===== src/rtl/core/dd_pkg.sv =====
// Shared types, status codes and calendar tables for the date difference core.
// No dependencies; every other file in rtl/core refers to this package by scoped names.

package dd_pkg;

  // Result status codes.
  typedef enum logic [1:0] {
    STATUS_OK         = 2'd0,
    STATUS_FIRST_BAD  = 2'd1,
    STATUS_SECOND_BAD = 2'd2
  } status_t;

  localparam int unsigned DAY_W   = 5;
  localparam int unsigned MONTH_W = 4;
  localparam int unsigned YEAR_W  = 14;
  localparam int unsigned COUNT_W = 23;

  // Quarter-year values (year >> 2) and their quotient by 25.
  localparam int unsigned QUART_W = YEAR_W - 2;
  localparam int unsigned Q25_W   = 8;

  // Reciprocal of 25 scaled by 2^17; exact for every 12-bit dividend.
  localparam int unsigned DIV25_SHIFT = 17;
  localparam int unsigned DIV25_W     = QUART_W + DIV25_SHIFT - 4;
  localparam logic [12:0] DIV25_MULT  = 13'd5243;

  localparam logic [MONTH_W-1:0] MONTH_JAN = 4'd1;
  localparam logic [MONTH_W-1:0] MONTH_FEB = 4'd2;
  localparam logic [MONTH_W-1:0] MONTH_DEC = 4'd12;
  localparam logic [DAY_W-1:0]   LEAP_FEB_LEN = 5'd29;

  typedef struct packed {
    logic [DAY_W-1:0]   day;
    logic [MONTH_W-1:0] month;
    logic [YEAR_W-1:0]  year;
  } date_t;

  typedef struct packed {
    date_t first;
    date_t second;
  } date_pair_t;

  // Per-date result handed from the date evaluators to the compare stage.
  typedef struct packed {
    logic               ok;
    logic [COUNT_W-1:0] day_num;
  } date_info_t;

  // Days in each month of a common year; months outside 1..12 give zero.
  function automatic logic [DAY_W-1:0] month_len(input logic [MONTH_W-1:0] month);
    logic [DAY_W-1:0] len;
    unique case (month)
      4'd1, 4'd3, 4'd5, 4'd7, 4'd8, 4'd10, 4'd12: len = 5'd31;
      4'd4, 4'd6, 4'd9, 4'd11:                     len = 5'd30;
      4'd2:                                         len = 5'd28;
      default:                                      len = 5'd0;
    endcase
    return len;
  endfunction

  // Days before the first of each month in a common year.
  function automatic logic [8:0] days_before(input logic [MONTH_W-1:0] month);
    logic [8:0] days;
    unique case (month)
      4'd1:    days = 9'd0;
      4'd2:    days = 9'd31;
      4'd3:    days = 9'd59;
      4'd4:    days = 9'd90;
      4'd5:    days = 9'd120;
      4'd6:    days = 9'd151;
      4'd7:    days = 9'd181;
      4'd8:    days = 9'd212;
      4'd9:    days = 9'd243;
      4'd10:   days = 9'd273;
      4'd11:   days = 9'd304;
      4'd12:   days = 9'd334;
      default: days = 9'd0;
    endcase
    return days;
  endfunction

  // Floor division of a 12-bit value by 25 through a reciprocal multiply.
  function automatic logic [Q25_W-1:0] div25(input logic [QUART_W-1:0] q);
    logic [QUART_W+12:0] prod;
    prod = (QUART_W + 13)'(q) * (QUART_W + 13)'(DIV25_MULT);
    return prod[DIV25_SHIFT +: Q25_W];
  endfunction

endpackage


===== src/rtl/core/dd_if.sv =====
// Handshake channels of the date difference core: one for date pairs, one for results.
// Depends on dd_pkg for field widths.

interface dd_in_if;
  logic                            valid;
  logic                            ready;
  logic [dd_pkg::DAY_W-1:0]        first_day;
  logic [dd_pkg::MONTH_W-1:0]      first_month;
  logic [dd_pkg::YEAR_W-1:0]       first_year;
  logic [dd_pkg::DAY_W-1:0]        second_day;
  logic [dd_pkg::MONTH_W-1:0]      second_month;
  logic [dd_pkg::YEAR_W-1:0]       second_year;

  modport source (
    output valid, first_day, first_month, first_year, second_day, second_month, second_year,
    input  ready
  );
  modport sink (
    input  valid, first_day, first_month, first_year, second_day, second_month, second_year,
    output ready
  );
endinterface

interface dd_out_if;
  logic                            valid;
  logic                            ready;
  logic [1:0]                      status;
  logic [dd_pkg::COUNT_W-1:0]      day_count;

  modport source (output valid, status, day_count, input ready);
  modport sink   (input valid, status, day_count, output ready);
endinterface


===== src/rtl/core/date_difference_days_core.sv =====
// Absolute number of days between two proleptic Gregorian dates, with a check of both dates.
// One date pair is taken per clock while the output is drained: the pair lands in an input
// register, both dates are evaluated side by side, and the status and count are captured in
// a result register that drives the output. A word that waits at the output stalls the input
// only once the input register is also full, so the sustained rate is one word per cycle
// while the output is drained.
// Status 0 means both dates are valid, 1 that the first is invalid (the second is not
// examined), 2 that the second is invalid; the count is zero whenever the status is not 0.
// A year is valid from 1 up to MAX_YEAR. Depends on dd_pkg, dd_if, dd_date_eval and dd_compare.

module date_difference_days_core #(
  parameter int unsigned MAX_YEAR = 16383
) (
  input  logic           clk,
  input  logic           rst,
  dd_in_if.sink          dates,
  dd_out_if.source       result
);

  logic                         s1_valid;
  dd_pkg::date_pair_t           s1_dates;
  logic                         s1_advance;
  dd_pkg::date_info_t           first_info;
  dd_pkg::date_info_t           second_info;
  dd_pkg::status_t              status_next;
  logic [dd_pkg::COUNT_W-1:0]   day_count_next;
  logic                         out_valid;
  dd_pkg::status_t              out_status;
  logic [dd_pkg::COUNT_W-1:0]   out_day_count;

  // The input register moves on whenever the result register is empty or being drained.
  assign s1_advance  = !out_valid || result.ready;
  assign dates.ready = !s1_valid || s1_advance;

  // Control registers of both stages.
  always_ff @(posedge clk) begin
    if (rst) begin
      s1_valid  <= 1'b0;
      out_valid <= 1'b0;
    end else begin
      if (dates.ready) begin
        s1_valid <= dates.valid;
      end
      if (s1_advance) begin
        out_valid <= s1_valid;
      end
    end
  end

  // Input register payload.
  always_ff @(posedge clk) begin
    if (dates.valid && dates.ready) begin
      s1_dates.first.day     <= dates.first_day;
      s1_dates.first.month   <= dates.first_month;
      s1_dates.first.year    <= dates.first_year;
      s1_dates.second.day    <= dates.second_day;
      s1_dates.second.month  <= dates.second_month;
      s1_dates.second.year   <= dates.second_year;
    end
  end

  // Both dates are evaluated in parallel.
  dd_date_eval #(.MAX_YEAR(MAX_YEAR)) u_first_eval (
    .date (s1_dates.first),
    .info (first_info)
  );

  dd_date_eval #(.MAX_YEAR(MAX_YEAR)) u_second_eval (
    .date (s1_dates.second),
    .info (second_info)
  );

  dd_compare u_compare (
    .first     (first_info),
    .second    (second_info),
    .status    (status_next),
    .day_count (day_count_next)
  );

  // Result register payload.
  always_ff @(posedge clk) begin
    if (s1_valid && s1_advance) begin
      out_status    <= status_next;
      out_day_count <= day_count_next;
    end
  end

  assign result.valid     = out_valid;
  assign result.status    = out_status;
  assign result.day_count = out_day_count;

  // A word in the input register with room downstream reaches the output next cycle.
  assert property (@(posedge clk) disable iff (rst)
    s1_valid && s1_advance |=> result.valid)
    else $error("input register word did not reach the result register");

  // An invalid date never carries a nonzero count.
  assert property (@(posedge clk) disable iff (rst)
    result.valid && (result.status != dd_pkg::STATUS_OK) |-> (result.day_count == '0))
    else $error("nonzero day count with a failing status");

  // An empty input register always takes a new word.
  assert property (@(posedge clk) disable iff (rst)
    !s1_valid |-> dates.ready)
    else $error("input stalled while the input register is empty");

  // Reset empties both stages.
  assert property (@(posedge clk)
    rst |=> !s1_valid && !result.valid)
    else $error("pipeline not empty after reset");

endmodule


===== src/rtl/core/dd_date_eval.sv =====
// Validity check and day number of one Gregorian date, purely combinational.
// Depends on dd_pkg for the date types, month tables and the divide-by-25 helper.

module dd_date_eval #(
  parameter int unsigned MAX_YEAR = 16383
) (
  input  dd_pkg::date_t      date,
  output dd_pkg::date_info_t info
);

  localparam int unsigned YEXT_W = 17;
  localparam logic [YEXT_W-1:0] YEAR_LIMIT = YEXT_W'(MAX_YEAR);

  logic                          year_ok;
  logic                          month_ok;
  logic                          day_ok;
  logic                          leap;
  logic [dd_pkg::QUART_W-1:0]    y_quart;
  logic [dd_pkg::Q25_W-1:0]      y_q25;
  logic                          y_quart_mult25;
  logic [dd_pkg::DAY_W-1:0]      day_limit;
  logic [dd_pkg::YEAR_W-1:0]     prev_year;
  logic [dd_pkg::QUART_W-1:0]    p_quart;
  logic [dd_pkg::Q25_W-1:0]      p_cent;
  logic [dd_pkg::COUNT_W-1:0]    year_days;
  logic [dd_pkg::COUNT_W-1:0]    month_days;

  // Leap year: divisible by 4, and not a century unless divisible by 400.
  // With q = year/4, a century means q is a multiple of 25; a 400th year also has q/25 even by 4.
  always_comb begin
    y_quart        = date.year[dd_pkg::YEAR_W-1:2];
    y_q25          = dd_pkg::div25(y_quart);
    y_quart_mult25 = (y_quart == (dd_pkg::QUART_W'(y_q25) * dd_pkg::QUART_W'(25)));
    leap           = (date.year[1:0] == 2'b00) && (!y_quart_mult25 || (y_q25[1:0] == 2'b00));
  end

  // Field range checks.
  always_comb begin
    year_ok  = (date.year != '0) && (YEXT_W'(date.year) <= YEAR_LIMIT);
    month_ok = (date.month >= dd_pkg::MONTH_JAN) && (date.month <= dd_pkg::MONTH_DEC);
    day_limit = dd_pkg::month_len(date.month);
    if (date.month == dd_pkg::MONTH_FEB && leap) begin
      day_limit = dd_pkg::LEAP_FEB_LEN;
    end
    day_ok = (date.day != '0) && (date.day <= day_limit);
  end

  // Day number counted from 1 January of year 1 as day 1.
  // Centuries come from (year-1)/4/25 and 400-year periods from that quotient over 4.
  always_comb begin
    prev_year  = date.year - dd_pkg::YEAR_W'(1);
    p_quart    = prev_year[dd_pkg::YEAR_W-1:2];
    p_cent     = dd_pkg::div25(p_quart);
    year_days  = dd_pkg::COUNT_W'(prev_year) * dd_pkg::COUNT_W'(365)
               + dd_pkg::COUNT_W'(p_quart)
               - dd_pkg::COUNT_W'(p_cent)
               + dd_pkg::COUNT_W'(p_cent[dd_pkg::Q25_W-1:2]);
    month_days = dd_pkg::COUNT_W'(dd_pkg::days_before(date.month))
               + dd_pkg::COUNT_W'((date.month > dd_pkg::MONTH_FEB) && leap)
               + dd_pkg::COUNT_W'(date.day);
  end

  assign info.ok      = year_ok && month_ok && day_ok;
  assign info.day_num = year_days + month_days;

endmodule


===== src/rtl/core/dd_compare.sv =====
// Picks the status of a date pair and forms the absolute day difference.
// Depends on dd_pkg for the per-date info struct and the status codes.

module dd_compare (
  input  dd_pkg::date_info_t         first,
  input  dd_pkg::date_info_t         second,
  output dd_pkg::status_t            status,
  output logic [dd_pkg::COUNT_W-1:0] day_count
);

  logic first_later;

  // The first date is checked before the second; a bad date gives a zero count.
  always_comb begin
    first_later = (first.day_num >= second.day_num);
    priority if (!first.ok) begin
      status    = dd_pkg::STATUS_FIRST_BAD;
      day_count = '0;
    end else if (!second.ok) begin
      status    = dd_pkg::STATUS_SECOND_BAD;
      day_count = '0;
    end else begin
      status    = dd_pkg::STATUS_OK;
      day_count = first_later ? (first.day_num - second.day_num)
                              : (second.day_num - first.day_num);
    end
  end

endmodule

===== src/flat_wrapper.sv =====
// flat-port wrapper written by rule: the top's interface ports become plain ports
module date_difference_days_core_flat 
#(
  parameter int unsigned MAX_YEAR = 16383
)
  (clk, rst, dates_valid, dates_first_day, dates_first_month, dates_first_year, dates_second_day, dates_second_month, dates_second_year, dates_ready, result_valid, result_status, result_day_count, result_ready);
  dd_in_if dates_i ();
  dd_out_if result_i ();
  input  logic clk;
  input  logic rst;
  input wire logic [$bits(dates_i.valid)-1:0] dates_valid;
  input wire logic [$bits(dates_i.first_day)-1:0] dates_first_day;
  input wire logic [$bits(dates_i.first_month)-1:0] dates_first_month;
  input wire logic [$bits(dates_i.first_year)-1:0] dates_first_year;
  input wire logic [$bits(dates_i.second_day)-1:0] dates_second_day;
  input wire logic [$bits(dates_i.second_month)-1:0] dates_second_month;
  input wire logic [$bits(dates_i.second_year)-1:0] dates_second_year;
  output wire logic [$bits(dates_i.ready)-1:0] dates_ready;
  output wire logic [$bits(result_i.valid)-1:0] result_valid;
  output wire logic [$bits(result_i.status)-1:0] result_status;
  output wire logic [$bits(result_i.day_count)-1:0] result_day_count;
  input wire logic [$bits(result_i.ready)-1:0] result_ready;
  assign dates_i.valid = dates_valid;
  assign dates_i.first_day = dates_first_day;
  assign dates_i.first_month = dates_first_month;
  assign dates_i.first_year = dates_first_year;
  assign dates_i.second_day = dates_second_day;
  assign dates_i.second_month = dates_second_month;
  assign dates_i.second_year = dates_second_year;
  assign dates_ready = dates_i.ready;
  assign result_valid = result_i.valid;
  assign result_status = result_i.status;
  assign result_day_count = result_i.day_count;
  assign result_i.ready = result_ready;
  date_difference_days_core #(.MAX_YEAR(MAX_YEAR)) u_core (.clk(clk), .rst(rst), .dates(dates_i), .result(result_i));
endmodule

===== config.mk =====
export PLATFORM = sky130hd
export DESIGN_NAME = date_difference_days_core_flat
export DESIGN_NICKNAME = d
export VERILOG_FILES = /design/src/rtl/core/dd_pkg.sv /design/src/rtl/core/dd_if.sv /design/src/rtl/core/date_difference_days_core.sv /design/src/rtl/core/dd_date_eval.sv /design/src/rtl/core/dd_compare.sv /design/src/flat_wrapper.sv
export SDC_FILE = /design/constraint.sdc
export NUM_CORES = 1
export LEC_CHECK = 0
export ABC_CLOCK_PERIOD_IN_PS = 18600
export BUFFER_PORTS_ARGS = -buffer_cell sky130_fd_sc_hd__buf_2
export CORE_MARGIN = 4
export CORE_UTILIZATION = 60
export DETAILED_ROUTE_END_ITERATION = 8
export MAX_ROUTING_LAYER = met4
export PLACE_DENSITY = 0.77
export SKIP_CTS_REPAIR_TIMING = 1
export SLEW_MARGIN = 40
export SYNTH_ARGS = -nofsm -noshare
export SYNTH_HDL_FRONTEND = slang
export SYNTH_SLANG_ARGS = --single-unit

===== constraint.sdc =====
create_clock -name clk -period 18.6 [get_ports clk]
set_clock_uncertainty 0.05 [all_clocks]
set_input_delay 1.86 -clock clk [delete_from_list [all_inputs] [get_ports clk]]
set_output_delay 1.86 -clock clk [all_outputs]
set_load 0.05 [all_outputs]

# Word level (Yosys, flattened, before mapping)
# Memory sizes are Yosys's and may differ from the RTL's. A register that Yosys moved wholly into a read port is not among the register bits.
# Cells that the tools add are included.
[op_classes]
add_sub_neg = 16
mul = 8
div = 0
n_lt_le_gt_ge = 9
eq_ne = 4
n_shift = 0
mux = 8
n_bitwise = 0
n_reduce_logical = 33
[ops]
columns = ["cell", "n"]
rows = [
  ["multiplier 12 x 13 -> 25 bit, second input constant", 4],
  ["adder 23 x 11 -> 23 bit", 2],
  ["adder 23 x 12 -> 23 bit", 2],
  ["adder 23 x 6 -> 23 bit", 2],
  ["multiplier 14 x 9 -> 23 bit, second input constant", 2],
  ["subtractor 23 bit", 2],
  ["subtractor 23 x 8 -> 23 bit", 2],
  ["nonzero test 14 bit", 2],
  ["subtractor 14 x 1 -> 14 bit, second input constant", 2],
  ["equality test 12 bit", 2],
  ["multiplier 8 x 5 -> 12 bit, second input constant", 2],
  ["greater-or-equal comparator 23 bit", 1],
  ["2-to-1 mux 23 bit", 1],
  ["adder 10 x 5 -> 11 bit", 2],
  ["adder 9 x 1 -> 10 bit", 2],
  ["logical AND 1 bit", 16],
  ["2-to-1 mux 4 bit", 4],
  ["less-or-equal comparator 5 bit", 2],
  ["2-to-1 mux 5 bit", 2],
  ["nonzero test 5 bit", 2],
  ["equality test 4 x 2 -> 1 bit, second input constant", 2],
  ["greater-or-equal comparator 4 x 1 -> 1 bit, second input constant", 2],
  ["> comparator 4 x 2 -> 1 bit, second input constant", 2],
  ["less-or-equal comparator 4 bit, second input constant", 2],
  ["5 further kinds", 14],
]
[totals]
reg_bits = 73
latch_bits = 0
mem_bits_rw = 0
romBits = 448
output_inout_bits = 27
mem_count = 4
[memory_table]
columns = ["name", "words", "word_bits", "rd", "rd_ports_with_merged_regs", "wr", "line_no", "text"]
rows = [
  ["(name not given)", 16, 9, 1, 1, 0, "dd_pkg.sv:64", "unique case (month)"],
  ["(name not given)", 16, 9, 1, 1, 0, "dd_pkg.sv:64", ""],
  ["(name not given)", 16, 5, 1, 1, 0, "dd_pkg.sv:52", "unique case (month)"],
  ["(name not given)", 16, 5, 1, 1, 0, "dd_pkg.sv:52", ""],
]

# Longest topological paths before layout
# Gate-level depths: netlist of run 1.
[depth]
depth_word = 12
depth_mapped = 65
depth_no_buf = 62

# Modules after synthesis
# A second synthesis of run 1 with hierarchy kept.
[hier_totals]
cells_unflattened = 2847
area_unflattened_um2 = 27061.0
[by_module_without_submodules]
columns = ["module", "n_inst", "cells_each", "area_per_inst_um2", "seq_area_each_um2"]
rows = [
  ["dd_date_eval (u_core.u_second_eval)", 1, 1182, 11159.5, 0.0],
  ["dd_date_eval (u_core.u_first_eval)", 1, 1177, 10970.5, 0.0],
  ["dd_compare", 1, 407, 2695.1, 0.0],
  ["date_difference_days_core", 1, 81, 2235.9, 2172.1],
]

# Worst setup path after synthesis of run 1
# No wires, ideal clock.
[synth_path]
kind = "reg-to-reg"
start = "reg u_core.s1_dates[31] in the netlist's numbering"
end = "reg u_core.out_day_count, in the netlist u_core.result.day_count[9] (data pin)"
setup_time_ps = 266
arrival_time_ps = 14059
required_ps = 18284
slack_ps = 4225
path_stages_with_launch = 61
path_buffers = 1
cell_sequence = "edfxtp_1 inv_1 fa_1 fa_1 fa_1 inv_1 fa_1 inv_1 fa_1 inv_1 ha_1 and3_1 a31o_1 a221o_1 a21oi_1 o21a_2 o21a_1 or2_2 [25 not listed] o21a_1 nor3_1 o31a_1 o41ai_2 o21ai_1 o41a_1 xor2_1 ha_1 nand2_1 nand2_1 a21o_1 a2111oi_2 a21o_1 buf_4 mux2_2 a31oi_1 xor2_1 nor2_1"
[synth_via]
elab_chain_len = 12
[synth_lines]
columns = ["item", "line_no", "text"]
rows = [
  ["start: declaration", "date_difference_days_core.sv:21", "dd_pkg::date_pair_t s1_dates;"],
  ["branches (longest 12 deep; another with multiplier 14 x 9 -> 23 bit)", "--", ""],
  ["end signal: assignment", "date_difference_days_core.sv:84", "out_day_count <= day_count_next;"],
  ["end: declaration", "date_difference_days_core.sv:29", "logic [dd_pkg::COUNT_W-1:0] out_day_count;"],
]
# Several ways; the timed one is not identified.
# A chain may end at the register's enable or synchronous reset.

# Worst setup path after layout of run 1
[layout_path]
start = "reg u_core.s1_dates[31] in the netlist's numbering"
end = "reg u_core.out_day_count, in the netlist u_core.result.day_count[18] (data pin)"
# The elaborated chain is that of the path after synthesis.

==> results of run 1 <==
==> synthesized netlist by cell type, types with 7 or more instances <==
cell      number  area (um^2)
inv_1        719         2700
dfxtp_1       26          521
buf_2         11         55.1
a21o_1        59          443
o21a_1        25          188
mux2i_1       18          180
and2_1        10         62.6
o21bai_1      13         97.6
fa_1         366         7330
nand2_1       88          330
xnor2_1      117         1020
nand2b_1      14         87.6
nand3_1       36          180
edfxtp_1      71         2130
a21oi_1       95          475
o31ai_1       11         82.6
ha_1         635         7950
and3_1        16          100
nand4_1       14         87.6
clkbuf_1      14         52.6
nor3_1        34          170
or3_1         15         93.8
a211oi_1      15          113
o21ai_0       57          285
a31oi_1       14         87.6
nor4_1         7         43.8
or2_2         16          100
xor2_1        55          482
o211ai_1       9         67.6
nor2b_1       14         87.6
nor2_1        76          285
==> cell type report <==
cell class	count	area, um^2
flip-flops and latches	97	2650
repair buffers	99	553
clock inverters	7	78.8
clock buffers	9	225
fillers	3573	15900
well taps	592	741
multi-input cells	1929	21500
inverters	719	2700
==> worst register-to-register path, delay by kind of cell (launching register included) <==
kind | cells | cell delay (ps)
buffers and inverters | 8 | 530
adders and majority gates | 17 | 6900
AOI/OAI and AO/OA | 19 | 4870
muxes | 2 | 610
xor gates and xnor gates | 3 | 460
and+or+nand+nor | 10 | 1650
DFF | 1 | 540
==> layer usage <==
| metal | wire [um] | GRT usage (%) | vias to the layer above |
|---|---|---|---|
| met4 | 1190 | 5.51 | 0 |
| met1 | 28600 | 38.0 | 9390 |
| met5 | 0 | - | - |
| met2 | 28100 | 43.0 | 474 |
| li1 | - | - | 9171 |
| met3 | 3650 | 4.95 | 81 |
==> how the worst max path moves through the flow <==
stage / startpoint / to / cells past startpoint
global placement: u_core.s1_dates[31] / u_core.result.day_count[16] / 59
detailed placement: u_core.s1_dates[31] / u_core.result.day_count[22] / 60
floorplan: u_core.s1_dates[31] / u_core.result.day_count[9] / 60
global route: u_core.s1_dates[31] / u_core.result.day_count[22] / 58
finish: u_core.s1_dates[31] / u_core.result.day_count[18] / 59
CTS: u_core.s1_dates[31] / u_core.result.day_count[22] / 60
==> through the flow <==
| step | util, % | worst slack [ps] | hold slack, ps | cell area, um^2 | instances |
|---|---|---|---|---|---|
| after floorplan | - | 4230 | 428 | 26900 | 2775 |
| final | 64.2 | 2700 | 489 | 28500 | 3452 |
| after global routing | 64.2 | 1630 | 527 | 28500 | 3452 |
| after detailed placement | 63.5 | 2830 | 468 | 28100 | 3436 |
| after CTS | 64.2 | 2750 | 486 | 28400 | 3452 |
| after global placement | 63.3 | 2790 | 450 | 28100 | 3436 |
==> logic make-up after synthesis <==
group | share of synthesized area [%]
AND/OR/NAND/NOR | 6.87
multiplexers | 0.920
AO/OA/AOI/OAI | 9.23
flip-flops | 9.85
buffers and inverters | 10.6
XOR/XNOR | 5.85
adder cells (fa/ha/maj) | 56.7
==> impl_metrics.json, run 1 <==
{
  "rr_startpoint": "u_core.s1_dates[31]",
  "required_ps": 18680,
  "cts_tree": "yes",
  "clock_path_buffers": 2,
  "overflow": 0,
  "slowest_delay_ps": 630,
  "syn2layout_area_growth_pct": 5.70,
  "initial_core_util_pct": 60.7,
  "crit_family": "adder cells",
  "nNetsFinal": 3906,
  "fin_tns_setup_ps": 0,
  "hold_violations": 0,
  "crit_buf_inv": 8,
  "outcome": "completed",
  "drc": 0,
  "design.die.area_um2": 48300,
  "clkTransAtPathRegs_ps": 90,
  "routed_via_density": 5.54,
  "grt_usage_pct": 27.4,
  "r2r_setup_slack_ps": 2700,
  "io-pin-count": 77,
  "worstRegToRegCells": 59,
  "ys_seq_elements": 97,
  "routed_wl_um": 61500,
  "max_cap_violations": 0,
  "setup_viol": 0,
  "cpMaxStageDelayCell": "a21o_2",
  "reg2reg_to": "u_core.result.day_count[18]",
  "post_drt_wl_per_cell_um": 17.8,
  "async_flop_share_pct": 0,
  "hold_start": "u_core.s1_valid",
  "grt_pass1_wl_um": 102000,
  "crit_arrival_ps": 15980,
  "rsz0062_at_grt": "no",
  "synth-edff-count": 71,
  "antenna_left": 0,
  "fmax_ghz": 0.0629,
  "whs_endpoint": "u_core.result.valid",
  "post_synth.cell_area_avg_um2": 9.70,
  "grt_pass1_vias": 20400,
  "hold_class": "flop to flop",
  "cp_max_fo": 31,
  "insertion_delay_ps": 390,
  "slew_headroom_pct": 49.1,
  "gp_congestion": 1.01,
  "first_pass_iters": 5,
  "cpMostUsedCell": "fa_1",
  "dp_hpwl_um": 53800,
  "numPortBuffers": 76,
  "drtIter0Drc": 1046,
  "rows": 77,
  "fin_crit_sh_pct": 85.5,
  "startpoint_type": "flop",
  "antennaDiodeCount": 0,
  "drv_slew": 0,
  "final_cell_mix": "inv_1, ha_1, fa_1",
  "num_vias": 19100,
  "grt_max_degree": 47,
  "dieWidth_um": 220,
  "final_layout_size_suffix_gt1_share_pct": 6.12,
  "yosys_warnings": 0,
  "synth_nets": 3826,
  "antenna_found_initial": 0,
  "syn-instance-count": 2775,
  "cts.sinks": 97,
  "finalCriticalPeriod_ps": 15900,
  "cts-htree-levels": 3,
  "final_common_cell": "inv_1",
  "ys_seq_area_share_pct": 9.85,
  "synth.distinct_cells": 85,
  "syn_area_um2": 26900,
  "end_kind": "flop",
  "worst_pin_slew_ps": 752,
  "die_h_um": 220,
  "core_area_um2": 44300,
  "numCtsBuffers": 9,
  "ys.flop_type": "edfxtp_1",
  "cts-root-buf": "clkbuf_16",
  "min_path_cells": 2,
  "path_class": "flop to flop"
}
Power of run 1 is not shown: default switching activity piles up to over one toggle a cycle in this logic, so the estimate is an artifact.
==> run 2, diff against run 1 <==
--- a/config.mk
+++ b/config.mk
@@ -7,11 +7,12 @@
 export LEC_CHECK = 0
 export ABC_CLOCK_PERIOD_IN_PS = 18600
 export BUFFER_PORTS_ARGS = -buffer_cell sky130_fd_sc_hd__buf_2
+export CORE_ASPECT_RATIO = 0.9
 export CORE_MARGIN = 4
-export CORE_UTILIZATION = 60
+export CORE_UTILIZATION = 50
 export DETAILED_ROUTE_END_ITERATION = 8
 export MAX_ROUTING_LAYER = met4
-export PLACE_DENSITY = 0.77
+export PLACE_DENSITY = 0.66
 export SKIP_CTS_REPAIR_TIMING = 1
 export SLEW_MARGIN = 40
 export SYNTH_ARGS = -nofsm -noshare
==> run 2 against run 1 <==
Compared with the run above:
- worst setup slack got worse by 210 ps
- sequential share of layout area about the same
- wire length increased by 0.76%
- hold slack got worse by 22 ps
- global-route usage decreased by 4.7 points
- critical path depth unchanged
- largest cell class unchanged
==> impl_metrics.json, run 2 (same netlist as run 1, synthesis figures left out) <==
{
  "grt_pass1_wl_um": 103000,
  "slowest_delay_ps": 620,
  "numPortBuffers": 76,
  "r2r_setup_slack_ps": 2490,
  "syn2layout_area_growth_pct": 6.21,
  "startpoint_type": "flop",
  "fin_crit_sh_pct": 86.6,
  "cts_tree": "yes",
  "drv_slew": 0,
  "cp_max_fo": 31,
  "io-pin-count": 77,
  "antenna_left": 0,
  "post_drt_wl_per_cell_um": 17.4,
  "die_h_um": 228,
  "final_cell_mix": "inv_1, ha_1, fa_1",
  "crit_family": "adder cells",
  "fill_cells": 4794,
  "grt_max_degree": 47,
  "dieWidth_um": 253,
  "rr_startpoint": "u_core.s1_dates[31]",
  "crit_buf_inv": 8,
  "numCtsBuffers": 9,
  "clock_path_buffers": 2,
  "first_pass_iters": 5,
  "cpMostUsedCell": "fa_1",
  "initial_core_util_pct": 50.6,
  "core_area_um2": 53200,
  "gp_congestion": 0.970,
  "cts.sinks": 97,
  "fin_tns_setup_ps": 0,
  "overflow": 0,
  "max_cap_violations": 0,
  "end_kind": "flop",
  "dp_hpwl_um": 55100,
  "nNetsFinal": 3909,
  "drtIter0Drc": 923,
  "cts-root-buf": "clkbuf_16",
  "fmax_ghz": 0.0621,
  "finalCriticalPeriod_ps": 16110,
  "slew_headroom_pct": 38.6,
  "cpMaxStageDelayCell": "a21o_2",
  "design.die.area_um2": 57600,
  "hold_class": "flop to flop",
  "critical_path.startpoint": "u_core.s1_dates[31]",
  "hold_violations": 0,
  "path_class": "flop to flop",
  "insertion_delay_ps": 390,
  "drc": 0,
  "worst_pin_slew_ps": 909,
  "num_vias": 18700,
  "grt_pass1_vias": 20000,
  "outcome": "completed",
  "routed_wl_um": 62000,
  "rows": 80,
  "rsz0062_at_grt": "no",
  "required_ps": 18670,
  "antennaDiodeCount": 0,
  "routed_via_density": 5.26,
  "clkTransAtPathRegs_ps": 90,
  "antenna_found_initial": 1,
  "cts-htree-levels": 3,
  "hold_start": "u_core.s1_valid",
  "final_common_cell": "inv_1",
  "setup_viol": 0,
  "crit_arrival_ps": 16190,
  "final_layout_size_suffix_gt1_share_pct": 6.15,
  "grt_usage_pct": 22.7
}
-- run 2: cell type report --
cell class	instances	area, um^2	share of cell area, %
clock buffer	9	225	0.788
sequential	97	2650	9.28
tap	697	872	3.05
inverter	719	2700	9.45
timing repair buffer	102	573	2.00
clock inverter	7	77.6	0.271
multi-input combinational	1929	21500	75.2
-- run 2: tightest hold or removal path, stage by stage (launching register included) --
cell and delay [ps]:
dfxtp_1 340, nor2_1 100, nor2_1 40
-- run 2: stage by stage --
stage | std cells | setup slack [ps] | hold WS (ps) | area (um^2) | util (%)
floorplan | 2775 | 4230 | 428 | 26900 | -
global placement | 3543 | 2530 | 448 | 28200 | 53.1
detailed placement | 3543 | 2510 | 458 | 28300 | 53.2
CTS | 3559 | 2420 | 469 | 28600 | 53.8
global route | 3560 | 1630 | 492 | 28600 | 53.8
finish | 3560 | 2490 | 468 | 28600 | 53.8
-- run 2: routing by layer --
layer | vias up | GRT usage, % | share of wire, %
met5 | - | - | 0
met4 | 0 | 3.92 | 1.4
met3 | 49 | 3.35 | 4.7
met2 | 356 | 34.2 | 44
met1 | 9134 | 33.3 | 50
li1 | 9177 | - | -
-- run 2: worst paths after layout --
check,cells past startpoint,endpoint
max,59,u_core.result.day_count[18]
min reg2reg,2,u_core.result.valid
min,2,u_core.result.valid
max reg2reg,59,u_core.result.day_count[18]
Power of run 2 is left out for the same reason.
